==> src/rtl/core/wslt_pkg.sv <==
package wslt_pkg;

  localparam int NUM_CARS   = 5;
  localparam int TIME_BITS  = 16;

  localparam int REC_DEPTH  = 4 * NUM_CARS - 1;
  localparam int LAST_COUNT = 4 * NUM_CARS;
  localparam int CNT_W      = $clog2(LAST_COUNT + 1);
  localparam int SLOT_W     = $clog2(REC_DEPTH);

  localparam int SCALE_W    = 16;
  localparam int INTV_W     = 16;
  localparam int LEN_W      = 10;
  localparam int MULT_W     = 8;
  localparam int PROD_W     = SCALE_W + INTV_W;
  localparam int LPROD_W    = INTV_W + MULT_W;
  localparam int LSUM_W     = LPROD_W + 1;
  localparam int DIV_STEPS  = PROD_W;
  localparam int STEP_W     = $clog2(DIV_STEPS);

  localparam int CFG_IDX_W  = 3;
  localparam int CFG_DATA_W = 16;
  localparam int S_DATA_W   = 16;
  localparam int M_DATA_W   = 32;

  localparam logic [CFG_IDX_W-1:0] CFG_TRIGGER_SCALE  = 3'd0;
  localparam logic [CFG_IDX_W-1:0] CFG_BOGIE_LEN      = 3'd1;
  localparam logic [CFG_IDX_W-1:0] CFG_VEHICLE_LEN    = 3'd2;
  localparam logic [CFG_IDX_W-1:0] CFG_GAP_LEN        = 3'd3;
  localparam logic [CFG_IDX_W-1:0] CFG_IDLE_TIMEOUT   = 3'd4;
  localparam logic [CFG_IDX_W-1:0] CFG_TIMEOUT_MULT   = 3'd5;
  localparam logic [CFG_IDX_W-1:0] CFG_TIMEOUT_OFFSET = 3'd6;

  localparam logic [SCALE_W-1:0] TRIGGER_SCALE_RST  = 16'd3348;
  localparam logic [LEN_W-1:0]   BOGIE_LEN_RST      = 10'd29;
  localparam logic [LEN_W-1:0]   VEHICLE_LEN_RST    = 10'd171;
  localparam logic [LEN_W-1:0]   GAP_LEN_RST        = 10'd60;
  localparam logic [15:0]        IDLE_TIMEOUT_RST   = 16'd17999;
  localparam logic [MULT_W-1:0]  TIMEOUT_MULT_RST   = 8'd90;
  localparam logic [15:0]        TIMEOUT_OFFSET_RST = 16'd5000;

  localparam logic [0:0] KIND_EDGE = 1'b0;
  localparam logic [0:0] KIND_TICK = 1'b1;

  typedef enum logic [2:0] {
    ST_IDLE,
    ST_READ,
    ST_MUL,
    ST_DIV,
    ST_FIN,
    ST_DONE
  } state_t;

  // packed from the top bit down: line_period ends in the lowest bits
  typedef struct packed {
    logic        timed_out;
    logic        pass_done;
    logic        slot_written;
    logic [4:0]  slot_index;
    logic        camera_enable;
    logic        period_valid;
    logic [15:0] line_period;
  } res_t;

  localparam int RES_W = $bits(res_t);

endpackage

==> src/rtl/core/wheel_speed_line_trigger.sv <==
// Wheel speed line trigger.
// Input stream: s_tuser is the item kind (wheel edge or timeout tick),
// s_tdata holds elapsed_ms of the edge. Output stream: one result item per
// input item on m_tdata. The user writes configuration registers through
// cfg_we/cfg_index/cfg_data only while no item is in flight; not enforced.
// A wheel edge that measures a segment writes its interval to the record
// memory, reads it back, multiplies by trigger_scale and runs a restoring
// divider, one quotient bit per cycle. s_tready returns in the same cycle
// as m_tvalid, so a new item is not taken while an edge is still being
// worked on. Timeout ticks and the first edge of a pass skip the
// arithmetic and go straight to the output stage.
// The result sits in an output register; the next item is accepted while it
// waits. When the receiver stalls, a second finished result waits in the
// block and s_tready stays low until the output register frees.
// rst is synchronous: edge count and timer clear, the timer runs, camera is
// off, the timeout limit and all configuration registers return to their
// defaults. The record memory is not cleared.
module wheel_speed_line_trigger
  import wslt_pkg::*;
(
  input  logic                  clk,
  input  logic                  rst,
  input  logic                  s_tvalid,
  output logic                  s_tready,
  input  logic [S_DATA_W-1:0]   s_tdata,   // [15:0] elapsed_ms
  input  logic                  s_tuser,   // [0] kind
  output logic                  m_tvalid,
  input  logic                  m_tready,
  // [15:0] line_period, [16] period_valid, [17] camera_enable,
  // [22:18] slot_index, [23] slot_written, [24] pass_done, [25] timed_out
  output logic [M_DATA_W-1:0]   m_tdata,
  input  logic                  cfg_we,
  input  logic [CFG_IDX_W-1:0]  cfg_index,
  input  logic [CFG_DATA_W-1:0] cfg_data
);

  logic [SCALE_W-1:0]   trigger_scale;
  logic [LEN_W-1:0]     bogie_len_mm;
  logic [LEN_W-1:0]     vehicle_len_mm;
  logic [LEN_W-1:0]     gap_len_mm;
  logic [15:0]          idle_timeout;
  logic [MULT_W-1:0]    timeout_mult;
  logic [15:0]          timeout_offset;

  state_t               state;
  state_t               state_next;

  logic [CNT_W-1:0]     edge_count;
  logic [TIME_BITS-1:0] timeout_count;
  logic [TIME_BITS-1:0] timeout_limit;
  logic                 timer_running;
  logic                 camera_on;

  logic [INTV_W-1:0]    segment_record [REC_DEPTH];
  logic [INTV_W-1:0]    rd_data;

  logic [SLOT_W-1:0]    slot;
  logic [LEN_W-1:0]     len;
  logic                 pass;
  res_t                 res;
  res_t                 res_next;
  res_t                 out_res;
  res_t                 out_res_next;

  logic [PROD_W-1:0]    div_q;
  logic [LEN_W-1:0]     div_rem;
  logic [STEP_W-1:0]    step;
  logic [LPROD_W-1:0]   lim_prod;

  logic                 accept;
  logic                 is_edge;
  logic [CNT_W-1:0]     count_inc;
  logic [CNT_W-1:0]     meas_off;
  logic [CNT_W-3:0]     car;
  logic [1:0]           pos_m1;
  logic                 edge_meas;
  logic                 edge_last;
  logic [SLOT_W-1:0]    slot_calc;
  logic [LEN_W-1:0]     len_sel;
  logic [LEN_W:0]       rem_sh;
  logic                 rem_ge;
  logic [LSUM_W-1:0]    lim_sum;
  logic [15:0]          period_calc;

  assign s_tready = (state == ST_IDLE);
  assign accept   = s_tvalid && s_tready;
  assign is_edge  = (s_tuser == KIND_EDGE);

  assign count_inc = (edge_count < CNT_W'(LAST_COUNT)) ? edge_count + CNT_W'(1) : edge_count;
  assign meas_off  = count_inc - CNT_W'(2);
  assign car       = meas_off[CNT_W-1:2];
  assign pos_m1    = meas_off[1:0];
  assign edge_meas = (count_inc >= CNT_W'(2));
  assign edge_last = edge_meas && (car == (CNT_W-2)'(NUM_CARS - 1)) && (pos_m1 == 2'd2);
  assign slot_calc = SLOT_W'(pos_m1) * SLOT_W'(NUM_CARS) + SLOT_W'(car);

  always_comb begin
    case (pos_m1)
      2'd1:    len_sel = vehicle_len_mm;
      2'd3:    len_sel = gap_len_mm;
      default: len_sel = bogie_len_mm;
    endcase
    if (len_sel == '0) begin
      len_sel = LEN_W'(1);
    end
  end

  assign rem_sh = {div_rem, div_q[PROD_W-1]};
  assign rem_ge = (rem_sh >= {1'b0, len});

  assign lim_sum = LSUM_W'(lim_prod) + LSUM_W'(timeout_offset);

  always_comb begin
    if (div_q == '0) begin
      period_calc = '0;
    end else if (div_q > PROD_W'(65536)) begin
      period_calc = 16'hFFFF;
    end else begin
      period_calc = 16'(div_q - PROD_W'(1));
    end
  end

  always_comb begin
    res_next = '0;
    if (is_edge) begin
      if (edge_meas) begin
        res_next.period_valid = 1'b1;
        res_next.slot_written = 1'b1;
        res_next.slot_index   = 5'(slot_calc);
        res_next.pass_done    = edge_last;
      end
    end else if (timer_running && (timeout_count >= timeout_limit)) begin
      res_next.timed_out = 1'b1;
    end
  end

  always_comb begin
    out_res_next               = res;
    out_res_next.camera_enable = camera_on;
  end

  always_comb begin
    state_next = state;
    case (state)
      ST_IDLE: begin
        if (accept) begin
          state_next = (is_edge && edge_meas) ? ST_READ : ST_DONE;
        end
      end
      ST_READ: state_next = ST_MUL;
      ST_MUL:  state_next = ST_DIV;
      ST_DIV: begin
        if (step == STEP_W'(DIV_STEPS - 1)) begin
          state_next = ST_FIN;
        end
      end
      ST_FIN:  state_next = ST_DONE;
      ST_DONE: begin
        if (!m_tvalid || m_tready) begin
          state_next = ST_IDLE;
        end
      end
      default: state_next = ST_IDLE;
    endcase
  end

  always_ff @(posedge clk) begin
    if (rst) begin
      state <= ST_IDLE;
    end else begin
      state <= state_next;
    end
  end

  always_ff @(posedge clk) begin
    if (rst) begin
      trigger_scale  <= TRIGGER_SCALE_RST;
      bogie_len_mm   <= BOGIE_LEN_RST;
      vehicle_len_mm <= VEHICLE_LEN_RST;
      gap_len_mm     <= GAP_LEN_RST;
      idle_timeout   <= IDLE_TIMEOUT_RST;
      timeout_mult   <= TIMEOUT_MULT_RST;
      timeout_offset <= TIMEOUT_OFFSET_RST;
    end else if (cfg_we) begin
      case (cfg_index)
        CFG_TRIGGER_SCALE:  trigger_scale  <= cfg_data;
        CFG_BOGIE_LEN:      bogie_len_mm   <= cfg_data[LEN_W-1:0];
        CFG_VEHICLE_LEN:    vehicle_len_mm <= cfg_data[LEN_W-1:0];
        CFG_GAP_LEN:        gap_len_mm     <= cfg_data[LEN_W-1:0];
        CFG_IDLE_TIMEOUT:   idle_timeout   <= cfg_data;
        CFG_TIMEOUT_MULT:   timeout_mult   <= cfg_data[MULT_W-1:0];
        CFG_TIMEOUT_OFFSET: timeout_offset <= cfg_data;
        default: ;
      endcase
    end
  end

  // record memory: written on acceptance, read back for the arithmetic
  always_ff @(posedge clk) begin
    if (accept && is_edge && edge_meas) begin
      segment_record[slot_calc] <= s_tdata[INTV_W-1:0];
    end
    if (state == ST_READ) begin
      rd_data <= segment_record[slot];
    end
  end

  always_ff @(posedge clk) begin
    if (rst) begin
      edge_count    <= '0;
      timeout_count <= '0;
      timeout_limit <= TIME_BITS'(IDLE_TIMEOUT_RST);
      timer_running <= 1'b1;
      camera_on     <= 1'b0;
    end else if (accept) begin
      if (is_edge) begin
        edge_count    <= edge_last ? '0 : count_inc;
        timeout_count <= '0;
        timer_running <= 1'b1;
        if (count_inc == CNT_W'(2)) begin
          camera_on <= 1'b1;
        end
      end else if (timer_running) begin
        if (timeout_count >= timeout_limit) begin
          timeout_count <= '0;
          timer_running <= 1'b0;
          edge_count    <= '0;
          camera_on     <= 1'b0;
          timeout_limit <= TIME_BITS'(idle_timeout);
        end else begin
          timeout_count <= timeout_count + TIME_BITS'(1);
        end
      end
    end else if (state == ST_FIN && pass) begin
      timeout_limit <= TIME_BITS'(lim_sum);
    end
  end

  always_ff @(posedge clk) begin
    case (state)
      ST_IDLE: begin
        if (accept) begin
          res  <= res_next;
          slot <= slot_calc;
          len  <= len_sel;
          pass <= is_edge && edge_last;
        end
      end
      ST_MUL: begin
        div_q    <= PROD_W'(trigger_scale) * PROD_W'(rd_data);
        lim_prod <= LPROD_W'(rd_data) * LPROD_W'(timeout_mult);
        div_rem  <= '0;
        step     <= '0;
      end
      ST_DIV: begin
        div_q   <= {div_q[PROD_W-2:0], rem_ge};
        div_rem <= rem_ge ? LEN_W'(rem_sh - {1'b0, len}) : rem_sh[LEN_W-1:0];
        step    <= step + STEP_W'(1);
      end
      ST_FIN: begin
        res.line_period <= period_calc;
      end
      default: ;
    endcase
  end

  always_ff @(posedge clk) begin
    if (rst) begin
      m_tvalid <= 1'b0;
    end else if (state == ST_DONE && (!m_tvalid || m_tready)) begin
      m_tvalid <= 1'b1;
    end else if (m_tready) begin
      m_tvalid <= 1'b0;
    end
  end

  always_ff @(posedge clk) begin
    if (state == ST_DONE && (!m_tvalid || m_tready)) begin
      out_res <= out_res_next;
    end
  end

  assign m_tdata = {{(M_DATA_W - RES_W){1'b0}}, out_res};

endmodule

==> config.mk <==
export PLATFORM = sky130hd
export DESIGN_NAME = wheel_speed_line_trigger
export DESIGN_NICKNAME = d
export VERILOG_FILES = /design/src/rtl/core/wslt_pkg.sv /design/src/rtl/core/wheel_speed_line_trigger.sv
export SDC_FILE = /design/constraint.sdc
export NUM_CORES = 2
export LEC_CHECK = 0
export ABC_CLOCK_PERIOD_IN_PS = 8960
export BUFFER_PORTS_ARGS = -buffer_cell sky130_fd_sc_hd__buf_2
export CAP_MARGIN = 20
export CELL_PAD_IN_SITES_DETAIL_PLACEMENT = 2
export CELL_PAD_IN_SITES_GLOBAL_PLACEMENT = 2
export CORE_ASPECT_RATIO = 0.6
export CORE_MARGIN = 2
export CORE_UTILIZATION = 45
export CTS_BUF_LIST = sky130_fd_sc_hd__clkbuf_8
export DETAILED_ROUTE_END_ITERATION = 12
export HOLD_SLACK_MARGIN = 0.08
export PLACE_DENSITY = 0.83
export SLEW_MARGIN = 30
export SYNTH_ARGS = -nofsm -noshare
export SYNTH_HDL_FRONTEND = slang
export SYNTH_SLANG_ARGS = --single-unit
==> constraint.sdc <==
create_clock -name clk -period 8.96 [get_ports clk]
set_clock_uncertainty 0.15 [all_clocks]
set_input_delay 0 -clock clk [delete_from_list [all_inputs] [get_ports clk]]
set_output_delay 0 -clock clk [all_outputs]
set_load 0.03 [all_outputs]
==> metrics.txt <==
status=completed; placed cells=a little over 4000; Tot Pwr=approximately 13 mW; asr flop ratio synth=0%; share of cells above drive strength 1=about 11%; Synth Area in Adders=21.2%; Mapped Avg Cell Area=about 12 sq um; post-DP HPWL=roughly 86000 microns; worst-path maximum fanout=24; Setup violations, final=0; Critical Path RT=around 9300 ps; Synth-to-Final Area Change=12.4%; TNS Setup=0 ps; post-place setup slack=between 1500 and 2000 ps; First-pass DRT Iterations=6; FF+latch count, synth=577; overall via count from detail_route=approximately 26000; hold crit path type=input port to flop; Final ANT Viol Nets=0; slack of the critical path=1270 ps; Mapped Area=~35000 sq um; Initial Util=between 40% and 50%; post-synthesis compound-gate area fraction=a little under 6%; final non-filler cell total=around 4300; grt met2 use=58.7%; 1st-iter DRT viols=~2600; number of max-cap violations=0; pin count of the biggest net entering global routing=70; Synth Area in Simple Gates=between 10% and 20%; Cell Chain, Critical Path=nand2_1 -> fa_1 -> fa_1 -> fa_1 -> fa_1 -> inv_1 -> fa_1 -> inv_1 -> fa_1 -> inv_1 -> ha_1 -> or4_1 -> o21ai_1 -> o311a_1 -> o21bai_1 -> a21oi_1 -> xor2_1 -> o21ai_1; Yosys warning total=0; commonest non-fill, non-tap cells in the layout=nand2_1 (468), edfxtp_1 (448), inv_1 (365); Cell Pwr Density=between 300 and 400 nW/um^2; kind of critical path=flop to flop; DRC viols=0; Synth Instances=between 3000 and 4000; gr usage total=between 30% and 40%; boundary pin count=75; startpoint types=flop; CP delay by family, top=adder cells; Final #Nets=3678; Slew @ Worst Pin=1050 ps; CTS buffer count=93; first-pass GRT wire length=between 200000 and 250000 microns; CP dominant cell by count=fa_1; vias in the first global route=29700; ys flop type=edfxtp_1; Synth cell types=73; clock sinks=between 500 and 600; Clock Latency Late Sink=between 800 and 900 ps; Final Hold Fails=0; Synth Area in XOR/XNOR=2.52%; Final Util=51.0%; clk buf depth=3; Final Max Tran Viols=0; final wirelength=around 140000 microns; CTS tree=yes; die area=roughly 80000 sq um; post-route clock period utilization=85.9%; Clock Tree Root=clkbuf_8; Max stage delay on crit path=1050 ps; RSZ-0062 raised after global routing=false; Tmin final=around 7700 ps; Rows=between 70 and 80; Die H=between 200 and 250 microns; mux share of post-synthesis cell area=6.73%; fmax=about 130 MHz; Reg clk slew, reported paths=approximately 70 ps; CTS H-tree lvls=3; cts repair resizes=0; met1 global-route usage=43.2%; Critical Path AT=8040 ps; Slew Limit Headroom=29.6%; CP endpoint kind=flop; most common cell after layout, fill and taps aside=nand2_1; most used routing layer=met2; Max VDD drop=approximately 0.3 mV; routability cong.=roughly 0.85; Critical-path top delay cell=edfxtp_1; port bufs=around 70; main combinational cell family by area after synthesis=adder cells; Leak=~16 nW; register area share after synthesis=a little under half; Post-synth EDFFs=about 450; core region area=slightly below 80000 sq um; Die Width=about 360 microns; routed vias/inst=approximately 6.0; grt total ovfl=0; global-route met3 utilization=around 6.7%; post-DR wirelength/cell=between 30 and 40 microns; initial antenna violation count=4; buffer and inverter count on the worst path=3
kinds of logic after synthesis:
group	Yosys count
other	1
flip-flops	577
buffers and inverters	484
AO/OA/AOI/OAI	335
AND/OR/NAND/NOR	958
XOR/XNOR	101
multiplexers	133
adder cells (fa/ha/maj)	439
cell usage after synthesis, types with 57 or more instances:
cell type  instances  area, sq um
ha_1             182         2280
and2_1           170         1060
mux4_2            80         1800
fa_1             257         5140
dfxtp_1          129         2580
inv_1            337         1260
edfxtp_1         448        13500
nand2_1          468         1760
nand3_1           80          400
xnor2_1           57          499
a21oi_1          145          726
clkbuf_1         116          435
nor2_1           117          439
metal layers:
| metal | part of all wire (%) | up-vias |
|---|---|---|
| li1 | - | 10600 |
| met3 | 6.5 | 426 |
| met4 | 5.6 | 0 |
| met5 | 0 | - |
| met2 | 49 | 1202 |
| met1 | 39 | 13700 |
worst reg2reg max path, cell delays in order, from the launching register on:
cell and delay, ps:
edfxtp_1 1050, nand2_1 280, fa_1 590, fa_1 510, fa_1 550, fa_1 610, inv_1 90, fa_1 500
inv_1 50, fa_1 500, inv_1 50, ha_1 230, or4_1 550, o21ai_1 640, o311a_1 400, o21bai_1 180
a21oi_1 230, xor2_1 170, o21ai_1 80
area by class of cell:
| type | count | area, sq um |
|---|---|---|
| Tap cell | 1053 | 1320 |
| Fill cell | 7569 | 37900 |
| Sequential cell | 577 | 16000 |
| Clock buffer | 99 | 1360 |
| Inverter | 339 | 1270 |
| Antenna cell | 4 | 10.0 |
| Clock inverter | 76 | 413 |
| Multi-Input combinational cell | 1972 | 17200 |
| Timing Repair Buffer | 215 | 1730 |
worst paths after layout:
path / cells after the start / start / endpoint / slack, ps
setup / recovery: 18 / rd_data[1] / div_q[25] / 1270
hold / removal: 5 / s_tvalid / state[2] / 230
setup reg to reg: 18 / rd_data[1] / div_q[25] / 1270
hold reg to reg: 0 / out_res_next[18] / m_tdata[18] / 270
power breakdown:
group          internal [mW]  total, mW  switching (mW)
registers               3.34       3.58           0.241
logic                   2.73       7.10            4.37
clock network           1.10       2.39            1.29
state kept, by name, indices dropped and copies added (netlist names), 24 cells and up:
register and flops:
out_res_next 24, segment_record 304, m_tdata 25, div_q 32
stage by stage:
| stage | hold slack, ps | instance area [sq um] |
|---|---|---|
| floorplan | -51.1 | 35100 |
| detailed placement | 154 | 36600 |
| global route | 267 | 39400 |
| CTS | 123 | 39300 |
| finish | 228 | 39400 |
| global placement | 133 | 36500 |
repair_timing:
item	CTS	global route
hold buffers	93	0
hold endpoints to repair	483	0
setup buffers	0	0
setup endpoints to repair	0	0
Note: power is estimated with default switching activity, not from simulation.
